### config.mk
export PLATFORM = sky130hd
export DESIGN_NAME = qshp_cell
export DESIGN_NICKNAME = d
export VERILOG_FILES = /design/src/hdl/quicksort_hoare_partition_unit_defines.svh /design/src/hdl/qshp_pkg.sv /design/src/hdl/qshp_cell.sv
export SDC_FILE = /design/constraint.sdc
export NUM_CORES = 1
export LEC_CHECK = 0
export BUFFER_PORTS_ARGS = -buffer_cell sky130_fd_sc_hd__buf_2
export CAP_MARGIN = 40
export CORE_ASPECT_RATIO = 1.75
export CORE_MARGIN = 2
export CORE_UTILIZATION = 42
export CTS_BUF_LIST = sky130_fd_sc_hd__clkbuf_4 sky130_fd_sc_hd__clkbuf_8 sky130_fd_sc_hd__clkbuf_16
export DETAILED_ROUTE_END_ITERATION = 8
export GPL_TIMING_DRIVEN = 0
export HOLD_SLACK_MARGIN = 0.03
export PLACE_DENSITY = 0.76
export SYNTH_ARGS = -nofsm -noshare
export SYNTH_HDL_FRONTEND = slang
export SYNTH_SLANG_ARGS = --single-unit
### constraint.sdc
create_clock -name clk_i -period 2.9 [get_ports clk_i]
set_clock_uncertainty 0.2 [all_clocks]
set_input_delay 0.58 -clock clk_i [delete_from_list [all_inputs] [get_ports clk_i]]
set_output_delay 0.58 -clock clk_i [all_outputs]
set_load 0.03 [all_outputs]
### src/hdl/quicksort_hoare_partition_unit_defines.svh
// Assertion macros used by the top-level RTL file.
`ifndef QUICKSORT_HOARE_PARTITION_UNIT_DEFINES_SVH
`define QUICKSORT_HOARE_PARTITION_UNIT_DEFINES_SVH

// Same-cycle implication.
`define QSHP_ASSERT_IMP(label, clk, rst_n, ante, cons, msg) \
  label: assert property (@(posedge clk) disable iff (!rst_n) (ante) |-> (cons)) \
    else $error(msg);

// Next-cycle implication.
`define QSHP_ASSERT_NXT(label, clk, rst_n, ante, cons, msg) \
  label: assert property (@(posedge clk) disable iff (!rst_n) (ante) |=> (cons)) \
    else $error(msg);

`endif

### src/hdl/qshp_pkg.sv
`timescale 1ns / 1ps
`default_nettype none
package qshp_pkg;

  localparam int unsigned QSHP_DEPTH = 64;
  localparam int unsigned QSHP_VW    = 32;

  typedef struct packed {
    logic                     vld;
    logic signed [QSHP_VW-1:0] val;
    logic                     gt;
  } qshp_link_t;

  typedef struct packed {
    logic                     ins;
    logic                     shift;
    logic signed [QSHP_VW-1:0] val;
  } qshp_cmd_t;

endpackage
`default_nettype wire

### src/hdl/qshp_cell.sv
`timescale 1ns / 1ps
`default_nettype none
module qshp_cell
  import qshp_pkg::*;
(
  input  wire logic       clk_i,
  input  wire logic       rst_ni,
  input  wire qshp_cmd_t  cmd_i,
  input  wire qshp_link_t left_i,
  input  wire qshp_link_t right_i,
  output qshp_link_t      link_o
);

  logic                      vld_q, vld_d;
  logic signed [QSHP_VW-1:0] val_q, val_d;
  logic                      gt;

  assign gt = !vld_q || ($signed(cmd_i.val) < $signed(val_q));

  always_comb begin
    vld_d = vld_q;
    val_d = val_q;
    priority if (cmd_i.ins && gt) begin
      if (left_i.gt) begin
        vld_d = left_i.vld;
        val_d = left_i.val;
      end else begin
        vld_d = 1'b1;
        val_d = cmd_i.val;
      end
    end else if (cmd_i.shift) begin
      vld_d = right_i.vld;
      val_d = right_i.val;
    end else begin
      vld_d = vld_q;
      val_d = val_q;
    end
  end

  always_ff @(posedge clk_i or negedge rst_ni) begin
    if (!rst_ni) begin
      vld_q <= 1'b0;
    end else begin
      vld_q <= vld_d;
    end
  end

  always_ff @(posedge clk_i) begin
    val_q <= val_d;
  end

  assign link_o.vld = vld_q;
  assign link_o.val = val_q;
  assign link_o.gt  = gt;

endmodule
`default_nettype wire

; ---- After elaboration in Yosys (flattened, before gate mapping)
; Index checks and enable logic that the tools add are counted.
[word_totals]
memories = 0
wordCells = 13
romBits = 0
regBits = 33
ram_bits = 0
latch_bits = 0
output_inout_bits = 34
[classes]
muxes = 6
div_mod_pow = 0
n_lt_le_gt_ge = 1
reduce_logical = 4
n_addsub = 0
n_mul = 0
n_shift = 0
n_bitwise = 0
n_eq_ne = 0
[ops]
columns = cell, n
row1 = two-way mux 32 bit, 3
row2 = < comparator 32 bit, 1
row3 = two-way mux 1 bit, 3
row4 = nonzero test 2 bit, 1
row5 = logical AND 1 bit, 1
row6 = zero test 1 bit, 1
row7 = logical OR 1 bit, 1

; ---- Logic depth before layout (Yosys ltp)
; Gate-level depths: netlist of the first run.
[logic_depth]
depth_word = 4
ltp_mapped = 9

; ---- Worst setup path after synthesis of the first run
; Ideal clock, no wire load.
[synth_timing]
path_kind = input -> register
startpoint = input cmd_i[31] (netlist name)
endpoint = register val_q[0], enable pin
path_slack_ns = -0.484
required_time_ns = 2.325
path_buffers = 1
path_stages = 8
arrival_ns = 2.810
setup_time_ns = 0.375
path_cell_list = ha_1 -> nand4_1 -> nor2_1 -> a221oi_1 -> nand3_1 -> o311ai_4 -> buf_8 -> or2_2
[synth_between]
elab_chain_len = 4
[synth_rtl]
columns = item, line_no
row1 = from (decl), qshp_cell.sv:8  ; input wire qshp_cmd_t cmd_i,
row2 = < comparator 32 bit, qshp_cell.sv:18  ; assign gt = !vld_q || ($signed(cmd_i.val) < $signed(val_q));
row3 = logical OR 1 bit, qshp_cell.sv:18
row4 = logical AND 1 bit, qshp_cell.sv:23  ; priority if (cmd_i.ins && gt) begin
row5 = nonzero test 2 bit (no source line), --
row6 = to (signal assigned), qshp_cell.sv:49  ; val_q <= val_d;
row7 = to (decl), qshp_cell.sv:15  ; logic signed [QSHP_VW-1:0] val_q, val_d;
; No other way between the ends.
; A chain may end at the register's enable or synchronous reset.

; ---- Final worst setup path of the first run
[layout_timing]
startpoint = input cmd_i[30] (netlist name)
endpoint = output link_o[0] (netlist name)
[layout_between]
elab_chain_len = 2
[layout_rtl]
columns = item, line_no
row1 = < comparator 32 bit, qshp_cell.sv:18
row2 = logical OR 1 bit, qshp_cell.sv:18
row3 = to (decl), qshp_cell.sv:11  ; output qshp_link_t link_o
; No other way between the ends.

==> impl_metrics.csv, run 1 <==
group,metric,value,unit
outcome,status,"finished, violations left",
outcome,violations,"negative setup slack",
synth,syn_area_per_cell,11.99,sq um
drt,drc,0,
floorplanning,die_w,65.52,um
final_layout,nFillCells,555,
critical_path,crit_path_end_kind,"output port",
timing,fin_crit_sh,106.3,%
placement,dpl-instance-area,0.003598,sq mm
placement,routabilityCongestion,0.7871,
final_layout,finalCoreUtilization,61.40,%
critical_path,r2r_cells,10,
timing,setup_slack,-0.1814,ns
final_layout,seqCellArea,985.9,sq um
drt,post_drt_wl_per_cell,15.82,um
global_routing,grt_pass1_vias,2486,
flow_run,cap_viol_max_count,0,
clock_network,clkTransAtPathRegs,0.05,ns
clock_network,clkSinkCount,33,
synth,synth.most_common_cell,"mux2_2",
timing,slew_viol_final,0,
critical_path,cp_cell_sequence,"buf_2 > ha_1 > nand4_1 > nor2_1 > a221oi_2 > nand3_2 > o21a_1 > o21ai_2 > buf_6",
placement,place_ws,-0.7337,ns
synth,ys_seq_elements,33,
clock_network,insertion_delay,0.27,ns
pwr,leakage,0.001982,uW
clock_network,clockRootBuffer,"clkbuf_16",
critical_path,reg2reg_from,"val_q[1]$_DFFE_PP_",
critical_path,cp_max_fo,3,
timing,slew_headroom,57.26,%
worst_hold_path,hold_class,"in -> async",
critical_path,cp.required,2.12,ns
placement,dp_hpwl,5.558,mm
synth,ys_dominant_reg_cell,"edfxtp_1",
timing,rsz0062_at_grt,"yes",
critical_path,slowest_stage,"ha_1",
synth,yosys-top-cells-count,"mux2_2, inv_1, edfxtp_1",
drt,vias,2399,
timing,period_needed,3.081,ns
synth,yosysSeqAreaShare,35.45,%
critical_path,cp-start-kind,"input pin",
floorplanning,core,0.006490,sq mm
synth,mappedNetlistArea,0.002781,sq mm
global_routing,overflow,0,
critical_path,max_stage_delay,0.32,ns
drt,dr.pass1.iters,4,
synth,ys_warn_count,0,
global_routing,grtUsageTotal,20.45,%
global_routing,grt_pass1_wl,11.44,mm
floorplanning,ios,138,
final_layout,drive_gt1_share,61.08,%
synth,yosysTopAreaCell,"edfxtp_1",
final_layout,multi_input_area,0.001705,sq mm
final_layout,syn_to_final_growth,43.27,%
final_layout,final_nets,522,
floorplanning,die_h,111.7,um
clock_network,cts_tree,"yes",
floorplanning,rows,39,
pwr,powerDensity,887.9,mW/mm^2
drt,drtIter0Drc,61,
drt,vias_per_cell,5.104,
synth,netlist.area_leader.share,34.55,%
critical_path,rr_endpoint,"val_q[0]$_DFFE_PP_",
clock_network,clock_path_buffers,2,
placement,port_buffers,135,
timing,hold_viol_final,0,
floorplanning,die_area,0.007315,sq mm
drt,routed_wl,7.437,mm
synth,syn_inst,232,
final_layout,antennaDiodeCount,0,
synth,synthArstFlopShare,3.030,%
synth,yosysUniqueCellTypes,30,
clock_network,cts_buffers,5,
synth,synth-edff-count,32,
critical_path,arrival,2.30,ns
pwr,ir_drop,0.4550,mV
timing,tns,-3.246,ns
synth,syn_nets,367,
clock_network,htree_levels,2,
critical_path,path_class,"in -> out",
timing,fmax,324.5,MHz
timing,setup_viol,33,
global_routing,grt_max_degree,14,
drt,ant_nets,0,
global_routing,grt_antenna_before_repair,0,
synth,yosys-top-cells-area,"edfxtp_1, mux2_4, mux2_2",
final_layout,finalInstanceArea,0.003985,sq mm
floorplanning,start_util,42.86,%
timing,worst_pin_slew,0.6410,ns
critical_path,rrSetupSlack,-0.14,ns
## stage by stage
| stage | hold slack (ns) | cells | power (uW) |
|---|---|---|---|
| after floorplan | 0.08441 | 232 | 2227 |
| after global placement | 0.1554 | 449 | 2648 |
| after detailed placement | 0.1568 | 449 | 2690 |
| after CTS | 0.4014 | 466 | 3438 |
| after global routing | 0.4029 | 470 | 3747 |
| final | 0.4067 | 470 | 3538 |
## layer usage
| layer | track usage, % | share of wire [%] | vias to the layer above |
|---|---|---|---|
| met5 | 0 | 0 | - |
| met4 | 8.194 | 2.6 | 0 |
| met3 | 2.727 | 4.3 | 14 |
| met2 | 40.00 | 58 | 82 |
| met1 | 20.71 | 35 | 1144 |
| li1 | - | - | 1159 |
## worst max-delay path by stage
stage,start,end
finish,cmd_i[30],link_o[0]
global route,val_q[25]$_DFFE_PP_,link_o[0]
CTS,val_q[1]$_DFFE_PP_,link_o[0]
detailed placement,cmd_i[1],val_q[15]$_DFFE_PP_
global placement,cmd_i[1],val_q[9]$_DFFE_PP_
floorplan,val_q[1]$_DFFE_PP_,val_q[0]$_DFFE_PP_
## critical path, delay by kind of cell
kind	cells	cell delay [ns]
compound gates	3	0.68
fa+ha+maj	1	0.32
buf+inv	2	0.26
simple gates	3	0.47
## power breakdown
| part | switching [uW] | internal [uW] |
|---|---|---|
| combinational | 1120 | 1000 |
| clock | 187 | 347 |
| sequential | 97.3 | 780 |
## final cells by class
class / instances / share of cell area [%]
inverter: 33 / 3.108
multi-input combinational: 160 / 42.79
clock buffer: 8 / 3.705
tap: 82 / 2.575
buffer: 7 / 1.570
timing repair buffer: 147 / 21.51
sequential: 33 / 24.74
## layout by cell type, fill, tap and decap left out, types with 5 or more instances in the layout
master and n:
a21oi_1 14, edfxtp_1 32, clkbuf_16 7, mux2_4 29, buf_2 134, nand2_1 14
o21ai_0 6, inv_1 32, ha_1 28, buf_6 5, mux2_2 35
## logic make-up after synthesis
group,synth area share [%]
muxes,30.41
DFF,35.45
buffers and inverters,7.152
and+or+nand+nor,5.893
adders and majority gates,13.95
AOI/OAI and AO/OA,7.153
## sequential cells by signal (all words and copies together), names as in the netlist
name   cells
val_q     32
vld_q      1
## what timing repair did
item,in CTS,in global routing
buffers inserted,5,3
pin swaps,12,8
resized for setup,17,6
setup endpoints to repair,65,66
gates cloned,4,2
endpoints found under the hold margin,1,0
hold buffers,1,0
(Power assumes the default switching activity.)
==> inputs of run 2 (changes only) <==
- PLACE_DENSITY: 0.76 -> default
- PLACE_DENSITY_LB_ADDON: default -> 0.3
==> run 2 against run 1 <==
  * The flow still finishes with violations (negative setup slack)
  * Critical endpoint is now val_q[22]$_DFFE_PP_
  * Global-route usage down 0.53 points
  * Via count down 2.8%
  * Maximum frequency up 0.13%
==> impl_metrics.csv, run 2 (synthesis results as in run 1) <==
group,metric,value,unit
placement,dp_cells,449,
drt,drc,0,
outcome,status,"finished, violations left",
clock_network,cts_buffers,5,
timing,setup_slack,-0.1775,ns
floorplanning,die_w,65.52,um
critical_path,cp-start-kind,"flip-flop",
clock_network,clkTransAtPathRegs,0.05,ns
timing,slew_viol_final,0,
critical_path,rrSetupSlack,-0.18,ns
floorplanning,rows,39,
final_layout,syn_to_final_growth,45.93,%
timing,whs,0.3778,ns
timing,fin_crit_sh,106.1,%
critical_path,r2r_cells,10,
floorplanning,die_area,0.007315,sq mm
drt,drtIter0Drc,30,
drt,vias_per_cell,4.953,
drt,dr.pass1.iters,3,
placement,routabilityCongestion,0.8056,
critical_path,max_stage_delay,0.41,ns
worst_hold_path,hold_class,"in -> reg",
floorplanning,core,0.006490,sq mm
timing,hold_viol_final,0,
pwr,pwr-share-seq,24.4,%
pwr,leakage,0.002000,uW
clock_network,clock_path_buffers,2,
floorplanning,die_h,111.7,um
drt,routed_wl,7.299,mm
global_routing,grtUsageTotal,19.92,%
worst_hold_path,holdPathStages,3,
drt,post_drt_wl_per_cell,15.50,um
global_routing,overflow,0,
timing,period_needed,3.077,ns
pwr,swShare,39.75,%
clock_network,htree_levels,2,
worst_hold_path,whs_endpoint,"vld_q$_DFFE_PN0P_",
pwr,totalPowerFinal,3583,uW
final_layout,reg.largest.list,"val_q: 32 flops, vld_q: 1 flops",
floorplanning,ios,138,
critical_path,cp.required,2.72,ns
timing,setup_viol,65,
placement,port_buffers,135,
critical_path,cp_max_fo,5,
final_layout,largest_reg_flops,32,
outcome,violations,"negative setup slack",
timing,rsz0062_at_grt,"yes",
flow_run,cap_viol_max_count,0,
placement,place_ws,-0.7245,ns
final_layout,instances_no_fill,471,
worst_hold_path,min_from,"left_i[33]",
timing,tns,-5.631,ns
global_routing,grt_antenna_before_repair,0,
clock_network,cts_tree,"yes",
final_layout,antennaDiodeCount,0,
timing,fmax,324.9,MHz
pwr,internal_power,2159,uW
final_layout,largest-register,"val_q",
final_layout,drive_gt1_share,62.98,%
placement,dp_hpwl,5.441,mm
critical_path,crit_top_cell,"buf_6",
final_layout,nFillCells,567,
global_routing,grt_pass1_wl,11.08,mm
pwr,ir_drop,0.5313,mV
drt,ant_nets,0,
critical_path,crit_path_end_kind,"flip-flop",
pwr,clkPwrFrac,14.3,%
final_layout,layout_commonest_cell,"buf_2",
clock_network,clkSinkCount,33,
final_layout,final_cell_mix,"buf_2, mux2_2, mux2_4, edfxtp_1, inv_1",
timing,slew_headroom,55.45,%
pwr,p_switching,1424,uW
critical_path,slowest_stage,"edfxtp_1",
critical_path,cp_cell_sequence,"inv_2 > ha_4 > a2111o_1 > a211oi_4 > o22ai_4 > buf_6 > o311ai_4 > buf_6 > clkbuf_16 > mux2_4",
drt,vias,2333,
clock_network,clockRootBuffer,"clkbuf_16",
pwr,comb_power_share,61.3,%
timing,worst_pin_slew,0.6682,ns
global_routing,grt_pass1_vias,2427,
global_routing,grt_max_degree,11,
clock_network,insertion_delay,0.27,ns
critical_path,arrival,2.90,ns
floorplanning,start_util,42.86,%
critical_path,reg2reg_from,"val_q[1]$_DFFE_PP_",
critical_path,path_class,"reg -> reg",
critical_path,rr_endpoint,"val_q[22]$_DFFE_PP_",
final_layout,final_nets,523,
pwr,powerDensity,882.8,mW/mm^2
run 2: cell types whose count changed in the layout (fill, tap and decap cells not counted), moves of 3 or more:
cell    change
ha_1        -3
ha_4        +3
inv_1       -3
inv_2       +3
mux2_2      -3
mux2_4      +3
run 2: metrics by stage:
stage	cell area [sq um]	util (%)
floorplan	2820	-
global placement	3598	55.45
detailed placement	3598	55.45
CTS	3964	61.08
global route	4059	62.54
finish	4059	62.54
run 2: repair_timing:
item                                    CTS  global route
pin swaps                                16            15
gates cloned                              5             1
resized for setup                        19            14
endpoints found under the hold margin     1             0
endpoints found under the setup margin   65            66
hold buffers                              1             0
setup buffers                             6             2
run 2: critical path: cells and delay by family, from the launching register on:
family,cells,cell delay (ns)
AOI/OAI and AO/OA,4,1.11
buffers and inverters,4,0.60
DFF,1,0.41
muxes,1,0.29
adders and majority gates,1,0.19
run 2: how the worst max path moves through the flow:
| stage | end | start | slack (ns) | cells after the start |
|---|---|---|---|---|
| 2_1_floorplan | val_q[0]$_DFFE_PP_ | val_q[1]$_DFFE_PP_ | -0.16 | 8 |
| 3_3_place_gp | val_q[14]$_DFFE_PP_ | cmd_i[1] | -0.73 | 8 |
| 3_5_place_dp | val_q[16]$_DFFE_PP_ | cmd_i[1] | -0.72 | 8 |
| 4_1_cts | link_o[0] | val_q[1]$_DFFE_PP_ | -0.23 | 8 |
| 5_1_grt | link_o[0] | val_q[27]$_DFFE_PP_ | -0.26 | 9 |
| 6_report | val_q[22]$_DFFE_PP_ | val_q[1]$_DFFE_PP_ | -0.18 | 10 |
run 2: routing by layer:
metal	up-vias	share of wire (%)	wire [um]	track usage, %
li1	1156	-	-	-
met1	1094	34	2453	18.22
met2	74	61	4427	41.56
met3	9	4.1	298	3.232
met4	0	1.6	120	6.111
met5	-	0	0	0
run 2: cell type report:
| class | instances | area (sq um) | area share [%] |
|---|---|---|---|
| Sequential cell | 33 | 985.9 | 24.29 |
| Inverter | 33 | 123.9 | 3.052 |
| Buffer | 8 | 82.58 | 2.035 |
| Tap cell | 82 | 102.6 | 2.528 |
| Clock inverter | 2 | 10.01 | 0.2466 |
| Multi-Input combinational cell | 160 | 1759 | 43.34 |
| Clock buffer | 6 | 132.6 | 3.268 |
| Timing Repair Buffer | 147 | 862.1 | 21.24 |
run 2: power groups by stage:
stage | registers (uW) | clock network [uW] | logic, uW
4_1_cts | 872 | 528 | 2120
3_5_place_dp | 881 | 0 | 1810
5_1_grt | 895 | 548 | 2360
2_1_floorplan | 1230 | 0 | 997
3_3_place_gp | 872 | 0 | 1780
6_report | 873 | 512 | 2200
